[config.mk]
export PLATFORM = sky130hd
export DESIGN_NAME = sswo_front
export DESIGN_NICKNAME = d
export VERILOG_FILES = /design/src/hdl/sswo_pkg.sv /design/src/hdl/sswo_front.sv
export SDC_FILE = /design/constraint.sdc
export NUM_CORES = 1
export LEC_CHECK = 0
export BUFFER_PORTS_ARGS = -buffer_cell sky130_fd_sc_hd__buf_4
export CAP_MARGIN = 10
export CORE_AREA = 2 2 60 62
export DETAILED_ROUTE_END_ITERATION = 10
export DIE_AREA = 0 0 62 64
export PLACE_DENSITY_LB_ADDON = 0.3
export SYNTH_ARGS = -nofsm -noshare
export SYNTH_HDL_FRONTEND = slang
export SYNTH_SLANG_ARGS = --single-unit
[constraint.sdc]
create_clock -name vclk -period 1.8
set_input_delay 0.27 -clock vclk [all_inputs]
set_output_delay 0.27 -clock vclk [all_outputs]
set_load 0.01 [all_outputs]
[src/hdl/sswo_pkg.sv]
// Package for the sampler state write filter.
// Holds the classified command and result word types and the state kind codes.
// No dependencies.
`default_nettype none

package sswo_pkg;

  localparam int NUM_STAGES = 21;
  localparam int ENTRY_W    = $clog2(NUM_STAGES);
  localparam int CFG_IDX_W  = 1;
  localparam int CFG_DATA_W = 5;
  localparam int MID_DEPTH_DEF = 2;
  localparam int OUT_DEPTH_DEF = 4;

  // State kinds and filter values.
  localparam logic [7:0]  ST_MINFILTER = 8'd6;
  localparam logic [7:0]  ST_MIPFILTER = 8'd7;
  localparam logic [7:0]  ST_MAXANISO  = 8'd10;
  localparam logic [31:0] F_POINT      = 32'd1;
  localparam logic [31:0] F_LINEAR     = 32'd2;
  localparam logic [31:0] F_ANISO      = 32'd3;

  // Configuration register indexes.
  localparam logic [CFG_IDX_W-1:0] REG_ANISO_DEGREE = 1'd0;
  localparam logic [CFG_IDX_W-1:0] REG_TRILINEAR    = 1'd1;

  // Operations decided by the front end.
  localparam logic [2:0] OP_RESET = 3'd0;
  localparam logic [2:0] OP_PASS  = 3'd1;
  localparam logic [2:0] OP_ANISO = 3'd2;
  localparam logic [2:0] OP_MIP   = 3'd3;
  localparam logic [2:0] OP_MIN   = 3'd4;

  typedef struct packed {
    logic [2:0]         op;
    logic [ENTRY_W-1:0] entry;
    logic [31:0]        sampler;
    logic [7:0]         stype;
    logic [31:0]        value;
  } sswo_cmd_t;

  typedef struct packed {
    logic [31:0] sampler;
    logic [7:0]  stype;
    logic [31:0] value;
    logic        last;
  } sswo_res_t;

endpackage

`default_nettype wire

[src/hdl/sswo_front.sv]
// Front end: maps the sampler number to a shadow table entry and classifies the word.
// Depends on sswo_pkg.
`default_nettype none

module sswo_front
  import sswo_pkg::*;
(
  input  wire logic        in_push,
  input  wire logic        in_cmd,
  input  wire logic [31:0] in_sampler,
  input  wire logic [7:0]  in_state_type,
  input  wire logic [31:0] in_value,
  input  wire logic        mid_full,
  output logic             mid_push,
  output sswo_cmd_t        mid_cmd
);

  logic               mapped;
  logic [ENTRY_W-1:0] entry;

  always_comb begin
    mapped = 1'b1;
    entry  = '0;
    if (in_sampler < 32'd16) begin
      entry = in_sampler[ENTRY_W-1:0];
    end else if (in_sampler == 32'd256) begin
      entry = ENTRY_W'(16);
    end else if (in_sampler inside {[32'd257:32'd260]}) begin
      // Vertex samplers 257 to 260 have low bits 1 to 4.
      entry = ENTRY_W'(16) + ENTRY_W'(in_sampler[2:0]);
    end else begin
      mapped = 1'b0;
    end
  end

  always_comb begin
    mid_cmd.entry   = entry;
    mid_cmd.sampler = in_sampler;
    mid_cmd.stype   = in_state_type;
    mid_cmd.value   = in_value;
    if (in_cmd) begin
      mid_cmd.op = OP_RESET;
    end else if (!mapped) begin
      mid_cmd.op = OP_PASS;
    end else begin
      case (in_state_type)
        ST_MINFILTER: mid_cmd.op = OP_MIN;
        ST_MIPFILTER: mid_cmd.op = OP_MIP;
        ST_MAXANISO:  mid_cmd.op = OP_ANISO;
        default:      mid_cmd.op = OP_PASS;
      endcase
    end
  end

  assign mid_push = in_push && !mid_full;

endmodule

`default_nettype wire

==> parameters.txt <==
Parameter                              Value

Finish
  Seq cells    0
  Number of fill cells in the layout    345
  Antenna diodes    0
  Nets    210
  Final design utilization    about 36%
  Non-filler cells, final    179
  Cell area after layout    1170 um2
  Footprint of the flip-flops and latches    0 um2
  Fraction of final layout cells with drive strength greater than 1    85.0%
  Area added between synthesis and finish    44.1%
  Number of clock-tree buffers in the layout    0

Critical path
  Crit start category    input port
  Worst path buffer plus inverter count    3
  Category of the worst setup path capture point    output port
  List of cells traversed by the critical path    buf_4, nor4_1, nand4_1, buf_4, nor4b_4, a21oi_1, buf_4
  Required time at the worst-slack endpoint    1530 ps
  Critical Path AT    1520 ps
  Top fanout value on the critical path    3
  Worst setup path category    input port to output port
  Delay of the slowest critical-path stage    260 ps
  Critical Path Slowest Stage Cell    nor4_1
  Worst path top cell family by delay    simple AND/OR/NAND/NOR gates
  Most numerous cell on the critical path    buf_4

GRT
  Overflow left after global routing    0
  Global-route usage over all layers    under 10%
  Global-route wire length before repair    2.84 mm
  Largest net degree at the start of global routing    6
  Initial antenna violation count    0
  Number of global-route vias before repair    644

Power and ir drop
  Ratio of total power to cell area    between 200 and 250 nW/um2
  Highest ir drop seen on vdd    0.105 mV
  Leakage    0.571 nW

STA
  Setup_tns    0 ps
  Transition time at the pin with the least slew margin    323 ps
  Hold Fails Final Rpt    0
  Clock period minus worst slack    1790 ps
  Max-slew violation count    0
  Max Clk Rate    approximately 560 MHz
  Tightest slew margin relative to the limit    78.3%
  Crit share post-route    99.2%
  Final number of setup-violating endpoints    0
  RSZ-0062 raised after global routing    yes

Floorplan
  Placement row count    21
  Die width    62 um
  Top-level port count    156
  Die Outline Area    3970 um2
  Standard cell core area    about 3300 um2
  Die extent in y    between 60 and 70 um
  Effective utilization at floorplan    24.7%

Synth
  Synthesized netlist cell count    107
  Netlist Area Pre-Place    812 um2
  Register area share after synthesis    0%
  Syn Area/Cell    7.59 um2
  Total nets after synthesis    182
  Number of distinct library cells after synthesis    22
  Syn. warnings    0

Routing
  Remaining design rule violation count    0
  Number of DRC markers in iteration 0    11
  Antenna-violating nets left    0
  WL per Instance    11.9 um
  Routed vias    approximately 740
  Drt total wl    2.12 mm
  Number of detailed-route iterations in the first pass    2
  Via density    ~4

Job
  Number of violations of the max-capacitance limit    0

Place
  Detailed-placement wirelength estimate    roughly 1.9 mm
  Placed instance area    ~1000 um2
  Post-placement cell count    177
  Input/output buffers    92
  Final estimated routing congestion in global placement    0.652

Clocking
  Number of hold buffers added after cts    0

Hold path
  Kind of path behind the tightest hold check    input port to output port

Run status
  Status    complete, no violations
cell usage in the layout (no fill, tap or decap), types with 2 or more instances in the layout:
cell type  Yosys  final
nor4_2         5      2
buf_6          0      4
nor3_1         4      3
and2_1         3      3
nor4_4         0      5
inv_1          2      2
a21oi_1        2      2
buf_4         72     94
nor4_1         4      2
Yosys cell counts, drive strengths merged:
cell	number	area share [%]
a21oi	2	1.2
and2	3	2.3
buf	72	67
inv	2	0.92
nand2	1	0.46
nand2b	1	1.7
nand3	1	1.2
nand3b	1	0.92
nand4	1	0.77
nor2	1	0.46
nor2b	1	0.77
nor3	4	2.5
nor4	9	11
nor4b	2	2.9
o21a	1	0.92
o21ai	1	1.1
o31a	1	1.1
or3b	1	1.1
or4b	1	1.2
xnor2	1	1.1
layout make-up:
cell class                      count  area, um2  share of cell area (%)
Inverter                            2       7.51                   0.642
Timing Repair Buffer               98        751                    64.2
Multi-Input combinational cell     33        354                    30.3
Tap cell                           46       57.6                    4.92
cells by family after synthesis:
family / share of synthesized area [%]
AOI/OAI and AO/OA: 4.32
xor gates and xnor gates: 1.08
buffers and inverters: 67.5
and+or+nand+nor: 27.1
report_power, final:
group	switching, W	internal (W)	leakage [nW]
Clock	0	0	0
Sequential	0	0	0
Combinational	0.0000973	0.000139	0.571
metal layers:
metal  part of all wire (%)  vias to the layer above  GRT usage (%)
li1                       -                      340              -
met5                      0                        -              0
met2                     54                       66           16.7
met4                    2.8                        0           2.66
met1                     31                      318           9.56
met3                     12                       12           1.42
worst paths after layout:
check | from | end | slack (ps) | depth (start not counted)
worst min-delay path | in_value[19] | mid_cmd[19] | 540 | 0
worst max-delay path | in_sampler[31] | mid_cmd[77] | 10 | 7
per-stage QoR:
stage	hold slack [ps]	power, W	worst slack [ps]
global route	540	0.000253	-80.2
detailed placement	540	0.000221	-87.2
global placement	540	0.000218	-76.0
floorplan	584	0.000186	312
CTS	540	0.000232	-38.2
finish	540	0.000236	13.8
what timing repair did:
action,CTS,global route
endpoints found under the setup margin,6,7
setup buffers,0,2
pin swaps,4,3
gates resized for setup,7,9
(Power assumes the default switching activity.)
