<file path="config.mk">
export PLATFORM = sky130hd
export DESIGN_NAME = sswo_fifo
export DESIGN_NICKNAME = d
export VERILOG_FILES = /design/src/hdl/sswo_fifo.sv
export SDC_FILE = /design/constraint.sdc
export NUM_CORES = 1
export LEC_CHECK = 0
export ABC_CLOCK_PERIOD_IN_PS = 1700
export BUFFER_PORTS_ARGS = -buffer_cell sky130_fd_sc_hd__clkbuf_2
export CORE_MARGIN = 5
export CORE_UTILIZATION = 49
export CTS_CLUSTER_SIZE = 10
export DETAILED_ROUTE_END_ITERATION = 16
export PLACE_DENSITY = 0.75
export SETUP_SLACK_MARGIN = 0.2
export SYNTH_ARGS = -nofsm -noshare
export SYNTH_HDL_FRONTEND = slang
export SYNTH_SLANG_ARGS = --single-unit
</file>
<file path="constraint.sdc">
create_clock -name clk -period 1.7 [get_ports clk]
set_input_delay 0.17 -clock clk [delete_from_list [all_inputs] [get_ports clk]]
set_output_delay 0.17 -clock clk [all_outputs]
set_load 0.02 [all_outputs]
</file>
<file path="src/hdl/sswo_fifo.sv">
// Small synchronous first-in first-out queue, generic width and depth.
// Used between front and back end and on the result side. No dependencies.
`default_nettype none

module sswo_fifo #(
  parameter int WIDTH = 8,
  parameter int DEPTH = 2
) (
  input  wire logic             clk,
  input  wire logic             rst_n,
  input  wire logic             push,
  input  wire logic [WIDTH-1:0] din,
  output logic                  full,
  input  wire logic             pop,
  output logic [WIDTH-1:0]      dout,
  output logic                  empty
);

  localparam int AW = (DEPTH > 1) ? $clog2(DEPTH) : 1;
  localparam int CW = $clog2(DEPTH + 1);

  logic [WIDTH-1:0] mem_r [DEPTH];
  logic [AW-1:0]    wr_ptr_r, wr_ptr_nxt;
  logic [AW-1:0]    rd_ptr_r, rd_ptr_nxt;
  logic [CW-1:0]    count_r, count_nxt;
  logic             push_ok, pop_ok;

  assign full    = (count_r == CW'(DEPTH));
  assign empty   = (count_r == '0);
  assign push_ok = push && !full;
  assign pop_ok  = pop && !empty;
  assign dout    = mem_r[rd_ptr_r];

  always_comb begin
    wr_ptr_nxt = wr_ptr_r;
    rd_ptr_nxt = rd_ptr_r;
    count_nxt  = count_r;
    if (push_ok) begin
      wr_ptr_nxt = (wr_ptr_r == AW'(DEPTH - 1)) ? '0 : wr_ptr_r + AW'(1);
    end
    if (pop_ok) begin
      rd_ptr_nxt = (rd_ptr_r == AW'(DEPTH - 1)) ? '0 : rd_ptr_r + AW'(1);
    end
    case ({push_ok, pop_ok})
      2'b10:   count_nxt = count_r + CW'(1);
      2'b01:   count_nxt = count_r - CW'(1);
      default: count_nxt = count_r;
    endcase
  end

  always_ff @(posedge clk) begin
    if (!rst_n) begin
      wr_ptr_r <= '0;
      rd_ptr_r <= '0;
      count_r  <= '0;
    end else begin
      wr_ptr_r <= wr_ptr_nxt;
      rd_ptr_r <= rd_ptr_nxt;
      count_r  <= count_nxt;
    end
  end

  always_ff @(posedge clk) begin
    if (push_ok) begin
      mem_r[wr_ptr_r] <= din;
    end
  end

endmodule

`default_nettype wire

</file>
==> impl_summary.txt, run 1 <==
----------------------------------------------------
[Status]
  Outcome ... complete, no violations

[Critical path]
  RR Startpoint ... count_r[0]$_SDFFE_PN0P_
  Critical path type ... flip-flop to flip-flop
  Type of element capturing the critical path ... flip-flop
  Signal arrival time at the worst endpoint ... roughly 1700 ps
  Maximum fanout count along the critical path ... 5
  Reg-to-reg slack, setup ... between 200 and 300 ps
  End of the worst register-to-register path ... count_r[1]$_SDFFE_PN0P_
  Startpoint class of the critical path ... flip-flop
  Critical path required time ... 1930 ps
  Depth of the worst register-to-register path ... 5

[Pwr]
  Switching share of power ... between 30% and 40%
  Share of total power in the clock network ... between 10% and 20%
  Reg power frac ... a little under half
  Total leakage power ... ~0.40 nW
  Switching power ... around 510 uW
  Logic pwr share ... 37.7%
  VDD IR max ... approximately 0.9 mV
  Cell-internal power ... ~1.1 mW
  Power per cell area ... around 1600 mW/mm^2

[Synth]
  Seq cells post-synth ... 21
  Net count of the mapped netlist ... 64
  Adder-cell share of the synthesized area ... ~1.5%
  Synth Area per Inst ... around 16 um^2
  Share of synthesized area occupied by flip-flops and latches ... 71.6%
  Post-synthesis cell count ... between 50 and 60
  Synth cell types ... 18
  Share of synthesized area spent on multiplexers ... between 10 and 15%
  Dominant combinational cell family by area after synthesis ... multiplexers
  Yosys synthesis warning count ... 0
  Synthesized-area fraction occupied by and/or/nand/nor cells ... between 6 and 7%
  Post-synthesis cell area ... slightly above 800 um^2
  Complex-gate fraction of the synthesized area ... 4.01%
  Synth Area in XOR/XNOR ... 3.24%

[Finish]
  Net count reported at finish ... 91
  Area of the multi-input gates ... 230 um^2
  Post-route standard cell area excluding fillers ... roughly 1000 um^2
  Fraction of layout cells with a size suffix above 1 ... 54.5%
  Layout overhead on the synthesized area ... 23.0%
  Register cell area after layout ... 589 um^2
  Fillers ... 123
  Most common cell after layout, fill and taps aside ... sky130_fd_sc_hd__clkbuf_2
  Highest-count cells in the layout ignoring fill and taps ... sky130_fd_sc_hd__clkbuf_2, sky130_fd_sc_hd__edfxtp_1, sky130_fd_sc_hd__mux2_2
  Diode count ... 0

[STA]
  Time the worst path needs with I/O delays and setup ... roughly 1400 ps
  Final period util ... roughly 84%
  Setup TNS ... 0 ps
  Unrepaired setup endpoints after global routing ... no
  Number of hold-slack violations in the final timing report ... 0
  Count of endpoints failing setup in the final report ... 0
  Transition time at the pin with the least slew margin ... about 380 ps
  Final number of max-transition violations ... 0
  Clock tree skew after final layout ... about 0.85 ps
  Highest clock rate ... a little over 700 MHz
  Max transition margin ... 75.0%

[Clocking]
  Clock insertion delay at the later pin of the skew report ... roughly 290 ps
  Clock sink count ... 21
  Number of clock buffers inserted by TritonCTS ... 3
  Hold-fix buffers at CTS ... 0
  # H-tree levels ... 1
  Clock-pin slew on the worst setup and hold paths ... 110 ps
  Max Root-Sink Buffers ... 2
  TritonCTS clock tree ... yes
  Cell at the root of the clock tree ... sky130_fd_sc_hd__clkbuf_4

[Hold path]
  Worst min path class ... primary input to flip-flop
  Startpoint of the most critical hold path ... din[4]
  Worst hold path cell count ... 1
  Worst hold endpoint ... mem_r[0][4]$_DFFE_PP_

[Global route]
  Pin count of the biggest net entering global routing ... 12
  Antenna violations before repair ... 0
  Global route total overflow ... 0
  GRT Util Overall ... 11.4%
  Vias in the first global route ... a little under 500
  First-pass GRT wire length ... around 2100 um

[Place]
  Detailed placer's ending HPWL ... 989 um
  Total of buffers placed on input and output ports ... 21
  Placed instance area ... around 930 um^2
  Global placement routability congestion ... roughly 0.63

[Routing]
  DRT iter0 DRCs ... 12
  Count of unresolved DRC violations after routing ... 0
  Via density ... about 5
  Routed WL per cell ... between 10 and 15 um
  Antenna viol nets, final ... 0
  Pre-antenna DRT Iters ... 4
  Final Routed Wirelength ... ~1300 um
  Total vias in the final route ... between 400 and 500

[Die]
  Initial core utilization ... 52.6%
  Core Footprint ... 0.00154 mm^2
  Number of placed I/O pins ... 22
  Placement Rows ... 14
  Die Ht ... slightly above 50 um
  Area of the die ... about 0.0026 mm^2
  Horizontal die dimension ... between 50 and 60 um

[Flow run]
  Maximum Capacitance Violations ... 0

----------------------------------------------------
power groups by stage:
stage / clock network (mW) / registers, mW / logic, mW
3_3_place_gp: 0 / 0.743 / 0.514
6_report: 0.229 / 0.747 / 0.590
3_5_place_dp: 0 / 0.750 / 0.530
4_1_cts: 0.237 / 0.743 / 0.532
2_1_floorplan: 0 / 0.710 / 0.414
5_1_grt: 0.265 / 0.762 / 0.633
timing repair:
item                       CTS  global route
buffers inserted             0             2
resized for setup            2             6
setup endpoints to repair   17            13
through the flow:
step           util [%]  total power [mW]  worst slack [ps]  hold WS, ps  cells
6_report           64.7              1.57               280         56.2     93
5_1_grt            64.7              1.66               201         30.8     93
4_1_cts            62.3              1.51               198         50.8     91
3_5_place_dp       60.5              1.28               146          365     87
3_3_place_gp       60.5              1.26               215          362     87
2_1_floorplan         -              1.12               255          269     51
critical path, stage by stage (launching register included):
cell and delay (ps):
sky130_fd_sc_hd__dfxtp_4 370, sky130_fd_sc_hd__nand2b_2 200, sky130_fd_sc_hd__nand2_2 90, sky130_fd_sc_hd__ha_4 210, sky130_fd_sc_hd__or3_1 340, sky130_fd_sc_hd__a21boi_1 140
cell usage after synthesis (all sizes together):
cell    instances  area share (%)
edfxtp         16              59
ha              1             1.5
mux2            8              11
xnor2           3             3.2
or3             2             1.5
nand2b          1             1.1
o21ai           2             1.2
and3            1            0.77
and2            1            0.77
clkbuf          1            0.46
nor2            1            0.46
a21boi          2             1.9
o21a            1            0.93
nor2b           2             1.5
inv             3             1.4
dfxtp           5              12
nand2           1            0.46
state kept, by name, summed over array words and instances (netlist names), named ones only:
| signal | count |
|---|---|
| wr_ptr_r | 1 |
| count_r | 2 |
| rd_ptr_r | 1 |
| mem_r | 16 |
layout make-up:
class,count,share of cell area [%]
well taps,16,2.01
repair buffers,23,12.0
flip-flops and latches,21,59.1
clock buffers,4,2.63
multi-input cells,26,23.1
inverters,3,1.13
worst max path at each step:
| stage | startpoint | to | slack, ps | depth (start not counted) |
|---|---|---|---|---|
| 2_1_floorplan | count_r[0]$_SDFFE_PN0P_ | mem_r[0][0]$_DFFE_PP_ | 260 | 4 |
| 3_3_place_gp | count_r[0]$_SDFFE_PN0P_ | mem_r[0][5]$_DFFE_PP_ | 210 | 4 |
| 3_5_place_dp | count_r[0]$_SDFFE_PN0P_ | mem_r[0][3]$_DFFE_PP_ | 150 | 4 |
| 4_1_cts | count_r[0]$_SDFFE_PN0P_ | count_r[1]$_SDFFE_PN0P_ | 200 | 5 |
| 5_1_grt | count_r[0]$_SDFFE_PN0P_ | count_r[1]$_SDFFE_PN0P_ | 200 | 5 |
| 6_report | count_r[0]$_SDFFE_PN0P_ | count_r[1]$_SDFFE_PN0P_ | 280 | 5 |
layer usage:
metal,vias to the layer above,GRT usage (%),part of all wire [%]
met4,0,8.94,3.6
met5,-,0,0
met3,4,3.55,6.8
met2,17,18.0,48
li1,237,-,-
met1,207,12.5,41
kinds of logic after synthesis:
family,Yosys count
AO/OA/AOI/OAI,5
XOR/XNOR,3
adder cells (fa/ha/maj),1
buffers and inverters,4
flip-flops,21
multiplexers,8
AND/OR/NAND/NOR,9
Power figures use the tool's default switching activity.
==> inputs of run 2 (changes only) <==
- ABC_CLOCK_PERIOD_IN_PS: 1700 -> 1200
- CORE_UTILIZATION: 49 -> 44
- PLACE_DENSITY: 0.75 -> 0.71
- clock period: 1.7 -> 1.2 ns (I/O delays scaled with it)
==> impl_summary.txt, run 2 (same netlist as run 1, synthesis figures left out) <==
----------------------------------------------------
[Finish]
  Most flops, register ... mem_r
  Most common cell after layout, fill and taps aside ... sky130_fd_sc_hd__edfxtp_1
  Post-route standard cell area excluding fillers ... ~0.0014 mm^2
  Layout overhead on the synthesized area ... 70.1%
  Register cell area after layout ... just under 600 um^2
  Fin util ... between 70% and 80%
  Highest-count cells in the layout ignoring fill and taps ... sky130_fd_sc_hd__edfxtp_1, sky130_fd_sc_hd__buf_6, sky130_fd_sc_hd__clkbuf_2
  Area of the multi-input gates ... 320 um^2
  Flip-flop count of the largest register, all copies and words added ... 16
  Diode count ... 0
  Fraction of layout cells with a size suffix above 1 ... 63.5%
  Final cell count without fillers ... around 120
  Biggest regs ... mem_r: 16 flops, count_r: 2 flops
  Net count reported at finish ... 110
  Fillers ... between 100 and 150

[Global route]
  GR Util met3 ... under 10%
  GRT Util Overall ... between 10% and 20%
  Global route total overflow ... 0
  Most used routing layer ... met2
  First-pass GRT wire length ... around 2400 um
  Met2 layer usage reported by global route ... about 23%
  Vias in the first global route ... 575
  Antenna violations before repair ... 0
  Pin count of the biggest net entering global routing ... 13
  GRT met1 Usage ... 13.0%

[Die]
  Placement Rows ... 15
  Horizontal die dimension ... roughly 53 um
  Initial core utilization ... between 40% and 50%
  Number of placed I/O pins ... 22
  Core Footprint ... ~0.0017 mm^2
  Die Ht ... 52.9 um
  Area of the die ... around 0.0028 mm^2

[Routing]
  DRT iter0 DRCs ... 12
  Routed WL per cell ... between 10 and 15 um
  Count of unresolved DRC violations after routing ... 0
  Via density ... between 4 and 5
  Final Routed Wirelength ... about 1700 um
  Total vias in the final route ... about 560
  Antenna viol nets, final ... 0
  Pre-antenna DRT Iters ... 4

[Place]
  Global placement routability congestion ... ~0.71
  Total of buffers placed on input and output ports ... 21
  Placed instance area ... 0.00101 mm^2
  Number of instances in the placed design ... 103
  Worst slack after detailed placement ... -199 ps
  Detailed placer's ending HPWL ... between 900 and 1000 um

[Clocking]
  Clock-pin slew on the worst setup and hold paths ... about 120 ps
  Cell at the root of the clock tree ... sky130_fd_sc_hd__clkbuf_4
  TritonCTS clock tree ... yes
  Number of clock buffers inserted by TritonCTS ... 3
  Clock insertion delay at the later pin of the skew report ... ~300 ps
  Max Root-Sink Buffers ... 2
  # H-tree levels ... 1
  Clock sink count ... 21

[Critical path]
  Critical path type ... flip-flop to flip-flop
  Crit-path leading delay family ... flip-flops
  Worst-path cell chain ... o21a_4, ha_4, xnor2_1, or3_1, a21boi_1
  Critical path required time ... between 1000 and 1500 ps
  Maximum fanout count along the critical path ... 3
  Signal arrival time at the worst endpoint ... 1690 ps
  Critical-path top delay cell ... sky130_fd_sc_hd__dfxtp_4
  Startpoint class of the critical path ... flip-flop
  Type of element capturing the critical path ... flip-flop
  Delay of the slowest cell on the worst path ... about 380 ps
  Combined buffer and inverter count along the critical path ... 0

[STA]
  Number of hold-slack violations in the final timing report ... 0
  Max transition margin ... a little over four fifths
  Count of endpoints failing setup in the final report ... 27
  Unrepaired setup endpoints after global routing ... yes
  Final number of max-transition violations ... 0
  Time the worst path needs with I/O delays and setup ... about 1500 ps
  Clock tree skew after final layout ... around 4.7 ps
  Final period util ... 122%
  Final worst hold slack ... about 87 ps
  Setup TNS ... -3380 ps
  Highest clock rate ... between 600 and 700 MHz
  Transition time at the pin with the least slew margin ... 225 ps
  Least setup slack across all paths after layout ... -259 ps

[Pwr]
  Design Power ... ~3.1 mW
  Total leakage power ... about 0.57 nW
  Power per cell area ... 2260 mW/mm^2
  VDD IR max ... 1.87 mV

[Status]
  Violated checks ... setup timing
  Outcome ... finished, violations left

[Hold path]
  Worst min path class ... primary input to flip-flop

[Flow run]
  Maximum Capacitance Violations ... 0

----------------------------------------------------
run 2: report_power, final:
group | internal (mW) | switching [mW] | leakage (nW)
logic | 1.05 | 0.693 | 0.358
clock network | 0.124 | 0.215 | 0.0177
registers | 0.951 | 0.0873 | 0.192
run 2: worst register-to-register path, stage by stage (launching register included):
cell	delay, ps
sky130_fd_sc_hd__dfxtp_4	380
sky130_fd_sc_hd__o21a_4	210
sky130_fd_sc_hd__ha_4	150
sky130_fd_sc_hd__xnor2_1	140
sky130_fd_sc_hd__or3_1	370
sky130_fd_sc_hd__a21boi_1	140
run 2: final timing paths:
| check | from | end | slack, ps | cells past startpoint |
|---|---|---|---|---|
| max reg2reg | count_r[1]$_SDFFE_PN0P_ | count_r[1]$_SDFFE_PN0P_ | -260 | 5 |
| max | count_r[1]$_SDFFE_PN0P_ | count_r[1]$_SDFFE_PN0P_ | -260 | 5 |
| min reg2reg | wr_ptr_r$_SDFFE_PN0P_ | wr_ptr_r$_SDFFE_PN0P_ | 540 | 2 |
| min | rst_n | count_r[0]$_SDFFE_PN0P_ | 90 | 2 |
run 2: repair_timing:
action                                  CTS  global route
hold buffers                              3             5
hold endpoints to repair                  6            10
endpoints found under the setup margin   31            31
pin swaps                                 2             5
buffers inserted                          2             4
gates resized for setup                  24            37
run 2: cell type report:
class                           instances  area share, %
Sequential cell                        21           42.6
Timing Repair Buffer                   42           28.6
Multi-Input combinational cell         26           23.2
Tap cell                               25           2.27
Clock buffer                            3           1.63
Inverter                                3           1.36
Clock inverter                          1          0.363
run 2: layer usage:
layer | routed length, um | share of wire [%]
met2 | 923 | 54
met1 | 701 | 41
met4 | 17 | 1.0
met3 | 63 | 3.7
met5 | 0 | 0
